[config.mk]
export PLATFORM = sky130hd
export DESIGN_NAME = vram_dma_controller
export DESIGN_NICKNAME = d
export VERILOG_FILES = /design/src/design/vdma_pkg.sv /design/src/design/vdma_engine.sv /design/src/design/vram_dma_controller.sv
export SDC_FILE = /design/constraint.sdc
export NUM_CORES = 1
export LEC_CHECK = 0
export BUFFER_PORTS_ARGS = -buffer_cell sky130_fd_sc_hd__buf_2
export CAP_MARGIN = 15
export CORE_MARGIN = 1.5
export CORE_UTILIZATION = 65
export CTS_BUF_LIST = sky130_fd_sc_hd__clkbuf_4
export DETAILED_ROUTE_END_ITERATION = 10
export HOLD_SLACK_MARGIN = 0.02
export PLACE_DENSITY = 0.88
export REMOVE_ABC_BUFFERS = 1
export SYNTH_ARGS = -nofsm -noshare
export SYNTH_HDL_FRONTEND = slang
export SYNTH_HIERARCHICAL = 1
export SYNTH_SLANG_ARGS = --single-unit
[constraint.sdc]
create_clock -name clk -period 9.7 [get_ports clk]
set_input_delay 0.485 -clock clk [delete_from_list [all_inputs] [get_ports clk]]
set_output_delay 0.485 -clock clk [all_outputs]
set_load 0.01 [all_outputs]
[src/design/vdma_pkg.sv]
// shared types and constants for the vram dma controller
// used by vdma_engine and vram_dma_controller; no dependencies
package vdma_pkg;

	// register indexes of a write item
	localparam logic [2:0] REG_SRC_HI = 3'd0;
	localparam logic [2:0] REG_SRC_LO = 3'd1;
	localparam logic [2:0] REG_DST_HI = 3'd2;
	localparam logic [2:0] REG_DST_LO = 3'd3;
	localparam logic [2:0] REG_CTRL   = 3'd4;

	// item kinds
	localparam logic CMD_WRITE = 1'b0;
	localparam logic CMD_TICK  = 1'b1;

	// lcd modes in which a general transfer is skipped
	localparam logic [1:0] LCD_MODE_OAM  = 2'd2;
	localparam logic [1:0] LCD_MODE_XFER = 2'd3;

	localparam logic [15:0] VRAM_BASE     = 16'h8000;
	localparam logic [7:0]  CTRL_LEN_MASK = 8'h7F;
	localparam logic [7:0]  CTRL_DONE     = 8'h80;
	localparam logic [7:0]  ADDR_LO_MASK  = 8'hF0;
	localparam logic [7:0]  DST_HI_MASK   = 8'h1F;
	localparam logic [11:0] HBLANK_BYTES  = 12'd16;

	typedef struct packed {
		logic       command;
		logic [2:0] reg_index;
		logic [7:0] write_data;
		logic [1:0] lcd_mode;
	} vdma_item_t;

	typedef struct packed {
		logic        copy_valid;
		logic [15:0] source_address;
		logic [15:0] dest_address;
		logic [11:0] byte_count;
		logic [7:0]  status_byte;
		logic        hblank_active;
	} vdma_result_t;

endpackage

[src/design/vdma_engine.sv]
// register file and transfer logic of the vram dma controller
// depends on vdma_pkg; steps once for each item when step is high
module vdma_engine (
	input  logic                  clk,
	input  logic                  arst_n,
	input  logic                  step,
	input  vdma_pkg::vdma_item_t  item,
	output vdma_pkg::vdma_result_t result
);

	logic [7:0] src_hi_q, src_lo_q, dst_hi_q, dst_lo_q, ctrl_q, blocks_q;
	logic       engine_on_q;

	logic [7:0]  src_hi_d, src_lo_d, dst_hi_d, dst_lo_d, ctrl_d, blocks_d;
	logic        engine_on_d;
	logic [15:0] src_base, dst_base, offset, next_src, next_dst;
	logic [11:0] blk_diff, gen_len;
	logic [6:0]  data_len;

	assign src_base = {src_hi_q, src_lo_q & vdma_pkg::ADDR_LO_MASK};
	assign dst_base = {dst_hi_q & vdma_pkg::DST_HI_MASK, dst_lo_q & vdma_pkg::ADDR_LO_MASK};
	// block offset of the next hblank copy
	assign blk_diff = 12'({5'd0, ctrl_q[6:0]}) + 12'd1 - 12'(blocks_q);
	assign offset   = {blk_diff, 4'd0};
	assign data_len = item.write_data[6:0];
	// (n + 1) blocks of 16 bytes, at most 2048
	assign gen_len  = {({1'b0, data_len} + 8'd1), 4'd0};
	assign next_src = src_base + 16'(gen_len);
	assign next_dst = dst_base + 16'(gen_len);

	always_comb begin
		src_hi_d    = src_hi_q;
		src_lo_d    = src_lo_q;
		dst_hi_d    = dst_hi_q;
		dst_lo_d    = dst_lo_q;
		ctrl_d      = ctrl_q;
		blocks_d    = blocks_q;
		engine_on_d = engine_on_q;
		result      = '0;
		if (item.command == vdma_pkg::CMD_TICK) begin
			if (engine_on_q) begin
				if (blocks_q != 8'd0) begin
					result.copy_valid     = 1'b1;
					result.source_address = src_base + offset;
					result.dest_address   = vdma_pkg::VRAM_BASE + dst_base + offset;
					result.byte_count     = vdma_pkg::HBLANK_BYTES;
					blocks_d              = blocks_q - 8'd1;
				end else begin
					engine_on_d = 1'b0;
					ctrl_d      = ctrl_q | vdma_pkg::CTRL_DONE;
				end
			end
		end else begin
			case (item.reg_index)
				vdma_pkg::REG_SRC_HI: src_hi_d = item.write_data;
				vdma_pkg::REG_SRC_LO: src_lo_d = item.write_data;
				vdma_pkg::REG_DST_HI: dst_hi_d = item.write_data;
				vdma_pkg::REG_DST_LO: dst_lo_d = item.write_data;
				vdma_pkg::REG_CTRL: begin
					if (item.write_data[7]) begin
						// arm hblank mode
						blocks_d    = {1'b0, data_len} + 8'd1;
						ctrl_d      = item.write_data & vdma_pkg::CTRL_LEN_MASK;
						engine_on_d = 1'b1;
					end else begin
						if (!(item.lcd_mode inside {vdma_pkg::LCD_MODE_OAM,
								vdma_pkg::LCD_MODE_XFER})) begin
							src_hi_d              = next_src[15:8];
							src_lo_d              = next_src[7:0];
							dst_hi_d              = next_dst[15:8];
							dst_lo_d              = next_dst[7:0];
							result.copy_valid     = 1'b1;
							result.source_address = src_base;
							result.dest_address   = dst_base + vdma_pkg::VRAM_BASE;
							result.byte_count     = gen_len;
						end
						ctrl_d      = item.write_data | vdma_pkg::CTRL_DONE;
						engine_on_d = 1'b0;
					end
				end
				default: ;
			endcase
		end
		result.status_byte   = ctrl_d;
		result.hblank_active = engine_on_d;
	end

	always_ff @(posedge clk or negedge arst_n) begin
		if (!arst_n) begin
			src_hi_q    <= '0;
			src_lo_q    <= '0;
			dst_hi_q    <= '0;
			dst_lo_q    <= '0;
			ctrl_q      <= '0;
			blocks_q    <= '0;
			engine_on_q <= 1'b0;
		end else if (step) begin
			src_hi_q    <= src_hi_d;
			src_lo_q    <= src_lo_d;
			dst_hi_q    <= dst_hi_d;
			dst_lo_q    <= dst_lo_d;
			ctrl_q      <= ctrl_d;
			blocks_q    <= blocks_d;
			engine_on_q <= engine_on_d;
		end
	end

endmodule

[src/design/vram_dma_controller.sv]
// top level of the vram dma controller: input register, engine, result register
// depends on vdma_pkg and vdma_engine
//
// vram dma controller with general and hblank transfers. each input word is either a
// register write (tuser 0) or an hblank tick (tuser 1) and yields exactly one result
// word, which describes at most one block copy (tuser 1 when a copy is requested).
// one word is taken every clock cycle in steady state while m_tready is high; a word
// moves from the input register into the result register, from which it is taken.
// the register file updates when a word leaves the input register, so words are
// handled strictly in order and a write takes effect for the very next word.
// s_tready follows m_tready through the result register: when the result register
// holds an untaken word, the input register still takes one more word.
module vram_dma_controller (
	input  logic        clk,
	input  logic        arst_n,
	input  logic        s_tvalid,
	output logic        s_tready,
	input  logic [15:0] s_tdata,   // reg_index[2:0], write_data[10:3], lcd_mode[12:11], zeros
	input  logic        s_tuser,   // command
	output logic        m_tvalid,
	input  logic        m_tready,
	output logic [55:0] m_tdata,   // source_address[15:0], dest_address[31:16],
	                               // byte_count[43:32], status_byte[51:44],
	                               // hblank_active[52], zeros
	output logic        m_tuser    // copy_valid
);

	logic                   in_valid_s1;
	vdma_pkg::vdma_item_t   item_s1;
	logic                   out_valid_s2;
	vdma_pkg::vdma_result_t result_s2;
	vdma_pkg::vdma_result_t result_comb;
	logic                   advance;

	// the item in the input register moves on when the result register is free or being emptied
	assign advance  = in_valid_s1 && (!out_valid_s2 || m_tready);
	assign s_tready = !in_valid_s1 || advance;

	// input register
	always_ff @(posedge clk or negedge arst_n) begin
		if (!arst_n) begin
			in_valid_s1 <= 1'b0;
		end else if (s_tready) begin
			in_valid_s1 <= s_tvalid;
		end
	end

	always_ff @(posedge clk) begin
		if (s_tready && s_tvalid) begin
			item_s1.command    <= s_tuser;
			item_s1.reg_index  <= s_tdata[2:0];
			item_s1.write_data <= s_tdata[10:3];
			item_s1.lcd_mode   <= s_tdata[12:11];
		end
	end

	vdma_engine u_engine (
		.clk    (clk),
		.arst_n (arst_n),
		.step   (advance),
		.item   (item_s1),
		.result (result_comb)
	);

	// result register
	always_ff @(posedge clk or negedge arst_n) begin
		if (!arst_n) begin
			out_valid_s2 <= 1'b0;
		end else if (advance) begin
			out_valid_s2 <= 1'b1;
		end else if (m_tready) begin
			out_valid_s2 <= 1'b0;
		end
	end

	always_ff @(posedge clk) begin
		if (advance) begin
			result_s2 <= result_comb;
		end
	end

	assign m_tvalid = out_valid_s2;
	assign m_tuser  = result_s2.copy_valid;
	assign m_tdata  = {3'd0, result_s2.hblank_active, result_s2.status_byte,
		result_s2.byte_count, result_s2.dest_address, result_s2.source_address};

`ifndef NO_ASSERTIONS
	// a word without a copy carries no descriptor
	a_no_copy_zero: assert property (@(posedge clk) disable iff (!arst_n)
		(m_tvalid && !m_tuser) |-> (m_tdata[43:0] == 44'd0))
		else $error("descriptor fields set without a copy");

	// a copy while hblank stays armed is always one 16-byte block
	a_hblank_block: assert property (@(posedge clk) disable iff (!arst_n)
		(m_tvalid && m_tuser && m_tdata[52]) |-> (m_tdata[43:32] == vdma_pkg::HBLANK_BYTES))
		else $error("hblank copy with wrong byte count");

	// armed hblank reads back as busy, idle reads back done after a general copy
	a_busy_status: assert property (@(posedge clk) disable iff (!arst_n)
		(m_tvalid && m_tdata[52]) |-> !m_tdata[51])
		else $error("status bit 7 set while hblank armed");

	a_general_done: assert property (@(posedge clk) disable iff (!arst_n)
		(m_tvalid && m_tuser && !m_tdata[52]) |-> m_tdata[51])
		else $error("general copy without done status");
`endif

endmodule

**Yosys cells after proc, flatten, opt, wreduce, memory -nomap -nowiden**

Cells that the tools add are included.

- Register bits after elaboration: 116
- Input bits: 21
- Output and inout port bits: 59
- Logic and storage cells: 95

- Add/sub/neg operators: 9
- Eq/ne operators: 10
- Multiplexer cells: 35
- Bitwise gates (word level): 1
- Reductions and logical operators: 21

Operators with widths:

| operator | number |
|---|---|
| $mux 45 | 6 |
| $mux 8 | 16 |
| $pmux 8 s2 | 3 |
| $add 16x16->16 | 2 |
| $reduce_and 5->1 | 5 |
| $add 16x12->16 | 1 |
| $add 16x13->16 const A | 1 |
| $add 7x1->8 const B | 2 |
| $reduce_bool 2->1 | 8 |
| $add 13x12->13 | 1 |
| $sub 12x8->12 | 1 |
| $mux 5 | 2 |
| $pmux 5 s2 | 1 |
| $reduce_bool 8->1 | 1 |
| $sub 8x1->8 const B | 1 |
| $mux 1 | 7 |
| $eq 3x2->1 const B | 2 |
| $eq 2x2->1 const B | 2 |
| $ne 2x1->1 const B | 2 |
| $ne 2x2->1 const B | 2 |
| $eq 3x1->1 const B | 1 |
| $eq 3x3->1 const B | 1 |
| $logic_not 3->1 | 1 |
| $logic_and 1x1->1 | 2 |
| 3 further kinds | 5 |

**Depth between registers and ports, before layout**

- Word-level depth: 6
- Mapped depth: 17
- Depth with buffers taken out: 17

**Cells and area by module**

Netlist, hierarchy kept.

Modules (own cells, without submodules):

| module | instances | cells each | area an instance (um2) | seq. area each (um2) |
|---|---|---|---|---|
| vdma_engine | 1 | 558 | 4539.4 | 950.9 |
| vram_dma_controller | 1 | 80 | 2172.1 | 2092.0 |

**Worst setup path before layout**

Ideal clock, no wire load.

- Path type: flip-flop to flip-flop
- Start point: register u_engine.blocks_q[2]
- End point: register result_s2, in the netlist m_tdata[14], data pin
- Library setup time: 257 ps
- Arrival time: 3157 ps
- Required time: 9443 ps
- Slack: 6287 ps
- Stages on the path, launching flop included: 12
- Buffers on the path: 0
- Clock period less this slack: 3413 ps
- Cell sequence: dfrtp_1 inv_1 ha_1 ha_1 a211oi_1 o21ai_0 a31oi_2 ha_1 a21o_1 a21o_1 or3_1 a32o_1

RTL lines:

| item | line | RTL |
|---|---|---|
| from (decl) | vdma_engine.sv:11 | `logic [7:0] src_hi_q, src_lo_q, dst_hi_q, dst_lo_q, ctrl_q, blocks_q;` |
| from (signal assigned) | vdma_engine.sv:103 | `blocks_q <= blocks_d;` |
| to (signal assigned) | vram_dma_controller.sv:78 | `result_s2 <= result_comb;` |
| to (decl) | vram_dma_controller.sv:31 | `vdma_pkg::vdma_result_t result_s2;` |

==> metrics.md <==
| Metric | Value |
|---|---|
| Row cnt | 36 |
| CP most frequent cell | ha_1 |
| Clk_skew | approximately 20 ps |
| Leak pwr | 3.19 nW |
| Cell Area, Placed | about 7100 µm² |
| Kind of critical path | reg2reg |
| Cts bufs inserted | 9 |
| Global placer's final weighted congestion | just under 1 |
| GRT Residual Overflow | 0 |
| RSZ-0062 raised after global routing | no |
| CP max stage cell | a2111oi_0 |
| Initial Utilization | about 68% |
| Crit-path cells | inv_1 > ha_1 > ha_1 > a211oi_1 > o21bai_1 > a21oi_1 > xnor2_1 > ha_1 > a2111oi_0 > nor3_1 > a21o_1 > a21oi_1 > xor2_1 > o21ai_0 |
| Worst-path fanout max | 6 |
| CTS tree | done |
| Die Y | 104 µm |
| Die width | about 100 µm |
| Setup ws final | 5500 ps |
| Total wire length | between 10000 and 15000 µm |
| Final Net Count | between 700 and 800 |
| ANT nets after route | 0 |
| Io pins | 80 |
| Total vias in the final route | 5279 |
| FF-to-FF Start | u_engine/blocks_q[2] |
| Final period utilization | a little over two fifths |
| FILL cells | 672 |
| Total power draw | around 2.8 mW |
| Outcome | completed |
| Clk pin slew, worst setup/hold paths | between 150 and 200 ps |
| Postcts setup bufs | 0 |
| Worst EP required | a little under 10000 ps |
| Max-slew violation total from the final report | 0 |
| Max stage delay on crit path | around 480 ps |
| Slew @ Worst Pin | about 1100 ps |
| Core ar. | 9860 µm² |
| Hold Buf Count CTS | 0 |
| DP HPWL | 10900 µm |
| Reg-to-reg endpoint | m_tdata[13] |
| CTS Sinks | 107 |
| FMAX | approximately 240 MHz |
| Share of cells above drive strength 1 | between 10% and 20% |
| Crit path capture type | flip-flop |
| Crit start category | flip-flop |
| Largest net degree at the start of global routing | 67 |
| Pre-CTS WS | between 5000 and 6000 ps |
| DRC viols | 0 |
| Vias in the first global route | roughly 5.1k |
| Die area | approximately 11000 µm² |
| Worst skew pair latency | approximately 500 ps |
| Pre-Repair DR Iteration Count | 5 |
| Vias per cell | 6.29 |
| Final instance area | just over 7000 µm² |
| Post-CTS sizing | 0 |
| Synth Cell Area | between 6000 and 7000 µm² |
| Total global-route track usage | between 20% and 30% |
| Final setup fails | 0 |
| Max-cap violations | 0 |
| FF-to-FF setup slack | ~5500 ps |
| Hold Path Class | in2async |
| Syn_area_per_cell | about 10 µm² |
| Wire length per cell | between 15 and 20 µm |
| Worst reg2reg path depth | 14 |
| Clock Tree Buf Depth | 2 |
| Cells after Synth | ~640 |
| Antenna Cells | 0 |
| Fin. Hold Viols | 0 |
| TNS Setup | 0 ps |
| DR iter-0 viols | 478 |
| Worst vdd ir | 230 µV |
| First-pass GRT wire length | roughly 24000 µm |
| Min Tclk post-route | about 4200 ps |
| Number of port buffers | roughly 70 |
| CTS root buf | clkbuf_4 |
| Power Density | just under 400 nW/µm² |
| Slew HR | a little over a quarter |
| Synth-to-Final Area Change | 8.30% |
| Initial antenna violation count | 0 |
| Htree depth | 3 |
| Arrival time at the worst endpoint | ~4400 ps |
| Yosys warning total | 6 |
## power by group
part	total, mW	internal (mW)	leakage [nW]	switching (mW)
registers	0.693	0.605	1.14	0.0879
logic	1.87	0.779	1.96	1.09
clock network	0.257	0.0892	0.0920	0.168
total	2.82	1.47	3.19	1.35
## layout by cell type (no fill, tap or decap), types with 9 or more instances in the layout
master     n
xnor2_1   14
nor3_1    16
inv_1     28
a21o_1    16
mux2_2    15
a21oi_1   43
edfxtp_1  67
clkbuf_4   9
nor2_1    28
and2_1    13
conb_1    15
nand2_1   57
buf_2     72
nand3_1   14
ha_1      56
dfrtp_1   40
o21ai_0   51
nand2b_1   9
xor2_1    18
## worst max-delay path by stage
stage	from	end	cells past startpoint
after floorplan	m_tready	u_engine/src_hi_q[5]	8
after global placement	u_engine/blocks_q[2]	m_tdata[13]	14
after detailed placement	u_engine/blocks_q[2]	m_tdata[13]	14
after CTS	u_engine/blocks_q[2]	m_tdata[13]	14
after global routing	u_engine/blocks_q[2]	m_tdata[13]	14
final	u_engine/blocks_q[2]	m_tdata[13]	14
## per-layer routing
layer,up-vias,track usage (%),routed length [µm]
li1,2440,-,-
met5,-,0,0
met1,2541,36.2,5960
met3,50,5.26,1100
met4,0,14.5,582
met2,248,46.1,7200
## sequential cells by signal, indices dropped and copies added (netlist names), 4 cells and up
register and cells:
item_s1 13, m_tdata 53, u_engine/blocks_q 8, u_engine/ctrl_q 8
u_engine/dst_hi_q 5, u_engine/dst_lo_q 4, u_engine/src_hi_q 8, u_engine/src_lo_q 4
## area by class of cell
type                    instances  area, µm²  share of cell area (%)
inverters                      28        105                    1.45
multi-input cells             480       3400                    46.9
clock inverters                 7        105                    1.45
flip-flops and latches        107       3010                    41.6
well taps                     133        166                    2.30
clock buffers                   9       67.6                   0.934
repair buffers                 75        383                    5.29
## through the flow
step,utilization (%),std cells,hold WS (ps)
global placement,71.6,823,490
floorplan,-,615,189
detailed placement,71.6,823,513
finish,73.4,839,113
CTS,73.4,839,119
global route,73.4,839,123
## critical path: cells and delay by family, from the launching register on
family	cells	cell delay, ps
AND/OR/NAND/NOR	1	170
adder cells (fa/ha/maj)	3	1040
buffers and inverters	1	200
XOR/XNOR	2	490
flip-flops	1	440
AO/OA/AOI/OAI	7	1590
Power figures use the tool's default switching activity.
